$ cat src/rtl/core/tccw_pkg.sv
// ----------------------------------------------------------------------------
// tccw_pkg
// Shared types and constants of the text console cursor writer: screen
// geometry, control byte codes, character classes and queue entries.
// ----------------------------------------------------------------------------
`default_nettype none

package tccw_pkg;

    // screen geometry
    localparam int COLUMNS      = 80;
    localparam int ROWS         = 25;
    localparam int SCREENS      = 4;
    localparam int BUF_CELLS    = COLUMNS * ROWS * SCREENS;
    localparam int SCROLL_LIMIT = (ROWS - 2) * SCREENS;

    // field widths
    localparam int CHAR_W  = 8;
    localparam int ATTR_W  = 8;
    localparam int COORD_W = 7;
    localparam int INDEX_W = 13;
    localparam int POS_W   = 15;

    // tab stops fall on multiples of this
    localparam int TAB_STEP = 8;

    // control byte codes
    localparam logic [CHAR_W-1:0] CHAR_BS = 8'h08;
    localparam logic [CHAR_W-1:0] CHAR_HT = 8'h09;
    localparam logic [CHAR_W-1:0] CHAR_LF = 8'h0A;
    localparam logic [CHAR_W-1:0] CHAR_CR = 8'h0D;

    // attribute used when the caller gives zero
    localparam logic [ATTR_W-1:0] ATTR_DEFAULT = 8'h0F;

    // decoupling queue between front and back
    localparam int QUEUE_DEPTH = 4;
    localparam int QPTR_W      = $clog2(QUEUE_DEPTH);
    localparam int QCNT_W      = $clog2(QUEUE_DEPTH + 1);

    // character classes
    typedef enum logic [4:0] {
        CLS_PRINT = 5'b00001,
        CLS_BS    = 5'b00010,
        CLS_TAB   = 5'b00100,
        CLS_CR    = 5'b01000,
        CLS_LF    = 5'b10000
    } t_cls;

    // classified item as held in the queue
    typedef struct packed {
        t_cls              cls;
        logic [CHAR_W-1:0] char_code;
        logic [ATTR_W-1:0] attr;
        logic              eos;
    } t_item;

    // one result transaction
    typedef struct packed {
        logic               write_enable;
        logic [INDEX_W-1:0] cell_index;
        logic [CHAR_W-1:0]  cell_char;
        logic [ATTR_W-1:0]  cell_attr;
        logic               clear_all;
        logic               flush_request;
        logic [COORD_W-1:0] scroll_row;
        logic [COORD_W-1:0] cursor_col;
        logic [COORD_W-1:0] cursor_row;
    } t_result;

endpackage

`default_nettype wire

$ cat src/rtl/core/text_console_cursor_writer_core.sv
// Path: an accepted input transaction passes the front stage register, the queue
// and the output register, in that order, before its result is on the output ports.
// Throughput: one character per cycle while pop keeps up; the back's cursor update
// and the output register set that rate, the 4-entry queue absorbs stalls.
// Reset (synchronous, active low) zeroes cursor, scroll row and modified flag
// and empties the front stage, the queue and the output register.
// ----------------------------------------------------------------------------
// text_console_cursor_writer_core
// Text console cursor writer: turns a character stream into cell writes,
// cursor moves, scroll, clear and flush requests over a text framebuffer.
// ----------------------------------------------------------------------------
`default_nettype none

module text_console_cursor_writer_core (
    input  wire logic                         i_clk,
    input  wire logic                         i_rst_n,
    input  wire logic                         push,
    output logic                              full,
    input  wire logic [tccw_pkg::CHAR_W-1:0]  i_char_code,
    input  wire logic [tccw_pkg::ATTR_W-1:0]  i_attribute,
    input  wire logic                         i_end_of_string,
    output logic                              empty,
    input  wire logic                         pop,
    output logic                              o_write_enable,
    output logic [tccw_pkg::INDEX_W-1:0]      o_cell_index,
    output logic [tccw_pkg::CHAR_W-1:0]       o_cell_char,
    output logic [tccw_pkg::ATTR_W-1:0]       o_cell_attr,
    output logic                              o_clear_all,
    output logic                              o_flush_request,
    output logic [tccw_pkg::COORD_W-1:0]      o_scroll_row_out,
    output logic [tccw_pkg::COORD_W-1:0]      o_cursor_col_out,
    output logic [tccw_pkg::COORD_W-1:0]      o_cursor_row_out
);

    logic              q_wr;
    logic              q_full;
    logic              q_rd;
    logic              q_empty;
    tccw_pkg::t_item   q_wr_item;
    tccw_pkg::t_item   q_rd_item;
    logic              res_valid;
    tccw_pkg::t_result res;

    // front: accept and classify
    tccw_front u_front (
        .i_clk           (i_clk),
        .i_rst_n         (i_rst_n),
        .push            (push),
        .full            (full),
        .i_char_code     (i_char_code),
        .i_attribute     (i_attribute),
        .i_end_of_string (i_end_of_string),
        .o_q_wr          (q_wr),
        .o_q_item        (q_wr_item),
        .i_q_full        (q_full)
    );

    // decoupling queue
    tccw_queue u_queue (
        .i_clk     (i_clk),
        .i_rst_n   (i_rst_n),
        .i_wr      (q_wr),
        .i_wr_item (q_wr_item),
        .o_full    (q_full),
        .i_rd      (q_rd),
        .o_rd_item (q_rd_item),
        .o_empty   (q_empty)
    );

    // back: cursor update and result register
    tccw_back u_back (
        .i_clk       (i_clk),
        .i_rst_n     (i_rst_n),
        .i_item      (q_rd_item),
        .i_q_empty   (q_empty),
        .o_q_rd      (q_rd),
        .o_res_valid (res_valid),
        .o_res       (res),
        .i_res_take  (pop)
    );

    // result ports
    assign empty            = !res_valid;
    assign o_write_enable   = res.write_enable;
    assign o_cell_index     = res.cell_index;
    assign o_cell_char      = res.cell_char;
    assign o_cell_attr      = res.cell_attr;
    assign o_clear_all      = res.clear_all;
    assign o_flush_request  = res.flush_request;
    assign o_scroll_row_out = res.scroll_row;
    assign o_cursor_col_out = res.cursor_col;
    assign o_cursor_row_out = res.cursor_row;

endmodule

`default_nettype wire

$ cat src/rtl/core/tccw_front.sv
// ----------------------------------------------------------------------------
// tccw_front
// Accepts input transactions, classifies the character byte, substitutes the
// default attribute and holds the item in a stage register until the queue
// takes it.
// ----------------------------------------------------------------------------
`default_nettype none

module tccw_front (
    input  wire logic                        i_clk,
    input  wire logic                        i_rst_n,
    input  wire logic                        push,
    output logic                             full,
    input  wire logic [tccw_pkg::CHAR_W-1:0] i_char_code,
    input  wire logic [tccw_pkg::ATTR_W-1:0] i_attribute,
    input  wire logic                        i_end_of_string,
    output logic                             o_q_wr,
    output tccw_pkg::t_item                  o_q_item,
    input  wire logic                        i_q_full
);

    logic            r_valid;
    tccw_pkg::t_item r_item;
    tccw_pkg::t_item n_item;
    logic            take;

    // stage is busy only while holding an item the queue cannot take
    assign full   = r_valid && i_q_full;
    assign take   = push && !full;
    assign o_q_wr = r_valid && !i_q_full;
    assign o_q_item = r_item;

    // classify the incoming byte
    always_comb begin
        priority if (i_char_code == tccw_pkg::CHAR_BS) begin
            n_item.cls = tccw_pkg::CLS_BS;
        end else if (i_char_code == tccw_pkg::CHAR_HT) begin
            n_item.cls = tccw_pkg::CLS_TAB;
        end else if (i_char_code == tccw_pkg::CHAR_CR) begin
            n_item.cls = tccw_pkg::CLS_CR;
        end else if (i_char_code == tccw_pkg::CHAR_LF) begin
            n_item.cls = tccw_pkg::CLS_LF;
        end else begin
            n_item.cls = tccw_pkg::CLS_PRINT;
        end
        n_item.char_code = i_char_code;
        n_item.attr      = (i_attribute != '0) ? i_attribute : tccw_pkg::ATTR_DEFAULT;
        n_item.eos       = i_end_of_string;
    end

    // stage valid flag
    always_ff @(posedge i_clk) begin
        if (!i_rst_n) begin
            r_valid <= 1'b0;
        end else if (take) begin
            r_valid <= 1'b1;
        end else if (o_q_wr) begin
            r_valid <= 1'b0;
        end
    end

    // stage payload
    always_ff @(posedge i_clk) begin
        if (take) begin
            r_item <= n_item;
        end
    end

endmodule

`default_nettype wire

$ cat src/rtl/core/tccw_queue.sv
// ----------------------------------------------------------------------------
// tccw_queue
// Short first-in first-out queue of classified items between the front and
// the back, so that each side stalls on its own.
// ----------------------------------------------------------------------------
`default_nettype none

module tccw_queue (
    input  wire logic            i_clk,
    input  wire logic            i_rst_n,
    input  wire logic            i_wr,
    input  wire tccw_pkg::t_item i_wr_item,
    output logic                 o_full,
    input  wire logic            i_rd,
    output tccw_pkg::t_item      o_rd_item,
    output logic                 o_empty
);

    tccw_pkg::t_item                 r_mem [tccw_pkg::QUEUE_DEPTH];
    logic [tccw_pkg::QPTR_W-1:0]     r_wr_ptr;
    logic [tccw_pkg::QPTR_W-1:0]     r_rd_ptr;
    logic [tccw_pkg::QCNT_W-1:0]     r_count;
    logic                            wr_ok;
    logic                            rd_ok;

    assign o_full    = (r_count == tccw_pkg::QCNT_W'(tccw_pkg::QUEUE_DEPTH));
    assign o_empty   = (r_count == '0);
    assign wr_ok     = i_wr && !o_full;
    assign rd_ok     = i_rd && !o_empty;
    assign o_rd_item = r_mem[r_rd_ptr];

    // pointers and fill count
    always_ff @(posedge i_clk) begin
        if (!i_rst_n) begin
            r_wr_ptr <= '0;
            r_rd_ptr <= '0;
            r_count  <= '0;
        end else begin
            if (wr_ok) begin
                r_wr_ptr <= (r_wr_ptr == tccw_pkg::QPTR_W'(tccw_pkg::QUEUE_DEPTH - 1))
                            ? '0 : r_wr_ptr + 1'b1;
            end
            if (rd_ok) begin
                r_rd_ptr <= (r_rd_ptr == tccw_pkg::QPTR_W'(tccw_pkg::QUEUE_DEPTH - 1))
                            ? '0 : r_rd_ptr + 1'b1;
            end
            unique case ({wr_ok, rd_ok})
                2'b10:   r_count <= r_count + 1'b1;
                2'b01:   r_count <= r_count - 1'b1;
                default: r_count <= r_count;
            endcase
        end
    end

    // entry storage
    always_ff @(posedge i_clk) begin
        if (wr_ok) begin
            r_mem[r_wr_ptr] <= i_wr_item;
        end
    end

endmodule

`default_nettype wire

$ cat src/rtl/core/tccw_back.sv
// ----------------------------------------------------------------------------
// tccw_back
// Carries out classified items: keeps the cursor, scroll row and modified
// flag, forms the cell write, wrap, scroll, clear and flush, and holds the
// result in an output register until it is taken.
// ----------------------------------------------------------------------------
`default_nettype none

module tccw_back (
    input  wire logic            i_clk,
    input  wire logic            i_rst_n,
    input  wire tccw_pkg::t_item i_item,
    input  wire logic            i_q_empty,
    output logic                 o_q_rd,
    output logic                 o_res_valid,
    output tccw_pkg::t_result    o_res,
    input  wire logic            i_res_take
);

    logic [tccw_pkg::COORD_W-1:0] r_col;
    logic [tccw_pkg::COORD_W-1:0] r_row;
    logic [tccw_pkg::COORD_W-1:0] r_scroll;
    logic                         r_mod;
    logic                         r_out_valid;
    tccw_pkg::t_result            r_out;

    logic [tccw_pkg::COORD_W-1:0] n_col;
    logic [tccw_pkg::COORD_W-1:0] n_row;
    logic [tccw_pkg::COORD_W-1:0] n_scroll;
    logic                         n_mod;
    tccw_pkg::t_result            n_out;

    logic [tccw_pkg::POS_W-1:0]   pos;
    logic                         in_buf;
    logic [tccw_pkg::COORD_W:0]   col_t;
    logic [tccw_pkg::COORD_W-1:0] row_t;
    logic [tccw_pkg::COORD_W-1:0] scroll_t;
    logic                         mod_t;
    logic                         step;

    // pull from the queue whenever the output slot frees up
    assign step        = !i_q_empty && (!r_out_valid || i_res_take);
    assign o_q_rd      = step;
    assign o_res_valid = r_out_valid;
    assign o_res       = r_out;

    // cell position under the cursor
    assign pos    = tccw_pkg::POS_W'(r_row) * tccw_pkg::POS_W'(tccw_pkg::COLUMNS)
                  + tccw_pkg::POS_W'(r_col);
    assign in_buf = (pos < tccw_pkg::POS_W'(tccw_pkg::BUF_CELLS));

    // cursor update for one item
    always_comb begin
        col_t = {1'b0, r_col};
        row_t = r_row;
        mod_t = r_mod;
        n_out = '0;

        unique case (i_item.cls)
            tccw_pkg::CLS_BS: begin
                if (r_col != '0) begin
                    col_t = {1'b0, r_col - 1'b1};
                end
            end
            tccw_pkg::CLS_TAB: begin
                col_t = ({1'b0, r_col} + (tccw_pkg::COORD_W+1)'(tccw_pkg::TAB_STEP))
                      & ~(tccw_pkg::COORD_W+1)'(tccw_pkg::TAB_STEP - 1);
            end
            tccw_pkg::CLS_CR: begin
                col_t = '0;
            end
            tccw_pkg::CLS_LF: begin
                mod_t = 1'b1;
                col_t = '0;
                row_t = r_row + 1'b1;
            end
            default: begin
                if (in_buf) begin
                    n_out.write_enable = 1'b1;
                    n_out.cell_index   = pos[tccw_pkg::INDEX_W-1:0];
                    n_out.cell_char    = i_item.char_code;
                    n_out.cell_attr    = i_item.attr;
                    mod_t              = 1'b1;
                end
                col_t = {1'b0, r_col} + 1'b1;
            end
        endcase

        // line wrap
        if (col_t >= (tccw_pkg::COORD_W+1)'(tccw_pkg::COLUMNS)) begin
            n_col = '0;
            row_t = row_t + 1'b1;
        end else begin
            n_col = col_t[tccw_pkg::COORD_W-1:0];
        end

        // scroll when the cursor row passes the scroll row plus ROWS
        scroll_t = r_scroll;
        if ((tccw_pkg::COORD_W+1)'(tccw_pkg::ROWS) + {1'b0, r_scroll} < {1'b0, row_t}) begin
            scroll_t = r_scroll + 1'b1;
        end

        // clear the buffer at the scroll limit
        n_row    = row_t;
        n_scroll = scroll_t;
        if ({1'b0, scroll_t} >= (tccw_pkg::COORD_W+1)'(tccw_pkg::SCROLL_LIMIT)) begin
            n_out.clear_all = 1'b1;
            n_scroll        = '0;
            n_row           = '0;
        end

        // flush at end of string when the modified flag is set
        n_mod = mod_t;
        if (i_item.eos && mod_t) begin
            n_out.flush_request = 1'b1;
            n_mod               = 1'b0;
        end

        n_out.scroll_row = n_scroll;
        n_out.cursor_col = n_col;
        n_out.cursor_row = n_row;
    end

    // cursor state and output valid
    always_ff @(posedge i_clk) begin
        if (!i_rst_n) begin
            r_col       <= '0;
            r_row       <= '0;
            r_scroll    <= '0;
            r_mod       <= 1'b0;
            r_out_valid <= 1'b0;
        end else begin
            if (step) begin
                r_col    <= n_col;
                r_row    <= n_row;
                r_scroll <= n_scroll;
                r_mod    <= n_mod;
            end
            if (step) begin
                r_out_valid <= 1'b1;
            end else if (i_res_take) begin
                r_out_valid <= 1'b0;
            end
        end
    end

    // result payload
    always_ff @(posedge i_clk) begin
        if (step) begin
            r_out <= n_out;
        end
    end

endmodule

`default_nettype wire
$ cat config.mk
export PLATFORM = sky130hd
export DESIGN_NAME = text_console_cursor_writer_core
export DESIGN_NICKNAME = d
export VERILOG_FILES = /design/src/rtl/core/tccw_pkg.sv /design/src/rtl/core/text_console_cursor_writer_core.sv /design/src/rtl/core/tccw_front.sv /design/src/rtl/core/tccw_queue.sv /design/src/rtl/core/tccw_back.sv
export SDC_FILE = /design/constraint.sdc
export NUM_CORES = 1
export LEC_CHECK = 0
export CORE_MARGIN = 3
export CORE_UTILIZATION = 40
export DETAILED_ROUTE_END_ITERATION = 7
export DONT_BUFFER_PORTS = 1
export GPL_TIMING_DRIVEN = 0
export PLACE_DENSITY = 0.57
export SYNTH_ARGS = -nofsm -noshare
export SYNTH_HDL_FRONTEND = slang
export SYNTH_SLANG_ARGS = --single-unit
$ cat constraint.sdc
create_clock -name i_clk -period 6.5 [get_ports i_clk]
set_clock_uncertainty 0.15 [all_clocks]
set_input_delay 1.3 -clock i_clk [delete_from_list [all_inputs] [get_ports i_clk]]
set_output_delay 1.3 -clock i_clk [all_outputs]
set_load 0.02 [all_outputs]
==> results.json <==
{
  "critical-path-max-stage-delay_ns": 0.59,
  "crit_path_end_kind": "register",
  "post-dp-hpwl_um": 12700,
  "layout.filler_cells": 1973,
  "worst_path_max_delay_cell": "sky130_fd_sc_hd__mux4_2",
  "die_width_um": 156.3,
  "synthesis.instances": 676,
  "synth_seq_cells": 196,
  "max_clk_rate_mhz": 166.5,
  "layout-drive-gt1-share": 0.1125,
  "grt_antenna_before_repair": 1,
  "post_drt_wl_per_cell_um": 18.53,
  "drt_drc_violations_left": 0,
  "syn_avg_cell_area_um2": 13.36,
  "status": "finished clean",
  "yosysUniqueCellTypes": 64,
  "num_rows": 54,
  "worst_hold_path_type": "register to register",
  "post-route-util": 0.4559,
  "cts_num_sinks": 196,
  "crit_top_cell": "sky130_fd_sc_hd__buf_6",
  "yosys_most_used_dff": "sky130_fd_sc_hd__edfxtp_1",
  "setup.worst_path.start_class": "register",
  "ff_latch_area_um2": 5555,
  "drt_pre_antenna_iters": 7,
  "cap_viol_max_count": 0,
  "dieArea_um2": 24410,
  "syn_to_final_growth_pct": 11.20,
  "dpl_ws_ns": -0.03129,
  "timing.critical_path.cells": "buf_6 > buf_8 > mux4_2 > nor2_1 > and3_1 > clkbuf_1 > a221oi_1 > o22ai_2 > a22o_2 > nand3_1 > nor3_1 > xor2_1 > ha_1 > a21o_1 > a211oi_2 > o21ai_0 > a31o_2 > or3_1 > a221oi_2 > nor2_2 > buf_6 > o31ai_1",
  "timing_worst_slew_pin_value_ns": 1.205,
  "cts_max_path_buffers": 2,
  "final_hold_violations": 0,
  "worstPathRequired_ns": 6.68,
  "grt_use_total": 0.1535,
  "timing.setup.critical_path_class": "register to register",
  "worst_slew_margin_rel": 0.1968,
  "grt_setup_unrepaired": "no",
  "gp_weighted_congestion": 0.8810,
  "number_of_buffers_inserted_by_hold_repair_at_cts": 0,
  "async_reset_ff_frac": 0,
  "antenna_cells": 0,
  "h-tree-depth": 4,
  "maxSlewViolCount": 0,
  "wirelength_um": 18370,
  "mappedNetlistNets": 734,
  "via_per_inst": 5.484,
  "register_area_share_after_synthesis": 0.6152,
  "first_global_vias": 5481,
  "worst_ir_drop_vdd_uv": 227.2,
  "cpLargestDelayFamily": "compound AO/OA/AOI/OAI gates",
  "cp_num_buf_inv": 4,
  "critPathMaxFanout": 10,
  "count_of_endpoints_failing_setup_in_the_final_report": 0,
  "crit_share_post_route": 0.9240,
  "fp.coreArea_um2": 22030,
  "grt_max_degree": 64,
  "portBuffers": 0,
  "synth.yosys.warnings": 0,
  "clock_insertion_delay_worst_skew_ns": 0.43,
  "layout.cells.most_common": "sky130_fd_sc_hd__edfxtp_1",
  "via_count": 5435,
  "cts_bufs_inserted": 17,
  "wire_length_of_the_first_global_routing_pass_um": 29180,
  "initial_utilization": 0.4100,
  "synth_edf_count": 163,
  "postRouteAntennaNets": 0,
  "tritoncts": "built",
  "io-pin-count": 76,
  "die_h_um": 156.3,
  "grt_ovf": 0,
  "cellLeakagePower_nw": 3.500,
  "initialDrtViolationCount": 355,
  "synth_area_um2": 9030,
  "layout_common_cells": "sky130_fd_sc_hd__edfxtp_1 (163), sky130_fd_sc_hd__nand2_1 (42), sky130_fd_sc_hd__nor2_1 (40)",
  "arrival_ns": 6.19,
  "clockRootBuffer": "sky130_fd_sc_hd__clkbuf_16",
  "design.final.nets": 756,
  "multiInputGateArea_um2": 3232,
  "power_density_nw_per_um2": 369.1,
  "fin_ws_ns": 0.4941,
  "layout_min_cycle_time_ns": 6.006,
  "clock_transition_at_the_registers_of_the_reported_paths_ns": 0.08
}
[routing by layer]
layer / routed length, um / share of wire / global-route usage
met5: 0 / 0 / 0
met4: 307 / 0.017 / 0.05211
met3: 777 / 0.042 / 0.03374
met2: 9278 / 0.51 / 0.2650
met1: 8003 / 0.44 / 0.1916
[worst paths after layout]
path | from | cells after the start | slack [ns] | endpoint
max | register | 22 | 0.49 | u_back.r_row[5]$_SDFFE_PN0P_
min | u_back.o_res_valid$_SDFFE_PN0P_ | 2 | 0.33 | u_back.o_res_valid$_SDFFE_PN0P_
max reg2reg | register | 22 | 0.49 | u_back.r_row[5]$_SDFFE_PN0P_
min reg2reg | u_back.o_res_valid$_SDFFE_PN0P_ | 2 | 0.33 | u_back.o_res_valid$_SDFFE_PN0P_
[cell families after synthesis]
kind of cell               synth area share
AOI/OAI and AO/OA                   0.08494
DFF                                  0.6152
muxes                               0.05903
adders and majority gates           0.05376
buffers and inverters               0.02965
and+or+nand+nor                      0.1167
xor gates and xnor gates            0.04074
[synth_stat cells, drive strengths merged, types with 2 or more instances]
library cell	number	area [um^2]
nand3	19	95.09
o21a	2	15.01
buf	8	61.30
and2	6	37.54
a22oi	2	15.01
a221oi	6	58.80
a21boi	11	82.58
xor2	16	140.1
o22ai	3	18.77
nor4	5	31.28
o21ai	21	105.1
nand4	5	31.28
a21o	4	30.03
nand3b	3	22.52
inv	28	105.1
clkbuf	27	101.4
a31o	3	26.28
nand2b	6	37.54
fa	3	60.06
nor2b	11	68.82
mux4	22	503.0
dfxtp	33	660.6
edfxtp	163	4895
a311oi	2	23.77
o31a	2	17.52
o21bai	2	15.01
nor3b	3	22.52
a31oi	3	25.02
xnor2	26	227.7
nand2	42	157.7
and3	35	219.0
or3	2	12.51
o211ai	5	37.54
o31ai	11	87.58
mux2i	3	30.03
a21oi	20	103.9
nor3	18	90.09
a211oi	4	30.03
ha	34	425.4
o2bb2ai	2	17.52
nor2	42	162.6
[sequential cells by signal, indices dropped and copies added, names as in the netlist, named ones only]
register	count
u_queue.r_count	3
u_queue.r_mem	88
u_back.r_mod	1
u_queue.r_rd_ptr	2
u_back.o_res_valid	1
u_back.r_row	7
u_front.r_valid	1
u_front.o_q_item	22
u_back.o_res	53
u_back.r_col	7
u_back.r_scroll	7
u_queue.r_wr_ptr	2
[power by group]
part           internal [mW]  switching [mW]  leakage, nW  total [mW]
clock network          0.523           0.525        0.288        1.05
registers               1.68           0.320         1.79        2.00
logic                  0.233           0.423         1.42       0.657
[final cells by class]
type / count / area share
sequential: 196 / 0.5533
inverter: 28 / 0.01047
timing repair buffer: 3 / 0.002991
multi-input combinational: 417 / 0.3219
clock buffer: 17 / 0.04237
clock inverter: 15 / 0.01745
buffer: 35 / 0.01670
tap: 280 / 0.03489
[repair_timing]
action | 4_1_cts | 5_1_grt
hold endpoints to repair | 0 | 0
resized for setup | 1 | 6
buffers inserted | 0 | 2
endpoints found under the setup margin | 1 | 29
pin swaps | 0 | 2
[tightest hold or removal path: stages (launching register included)]
cell and delay, ns:
sky130_fd_sc_hd__dfxtp_1 0.33, sky130_fd_sc_hd__nand2_1 0.05, sky130_fd_sc_hd__a21boi_0 0.06
[metrics by stage]
step | instance area, um^2 | std cells | hold slack, ns | power, mW | setup TNS (ns)
floorplan | 9030 | 676 | 0.3047 | 2.483 | 0
global placement | 9380 | 956 | 0.3180 | 2.682 | -0.005077
detailed placement | 9402 | 957 | 0.3269 | 2.695 | -0.03129
CTS | 10010 | 989 | 0.3368 | 3.753 | 0
global route | 10040 | 991 | 0.3688 | 3.876 | 0
finish | 10040 | 991 | 0.3319 | 3.706 | 0
(Power assumes the default switching activity.)
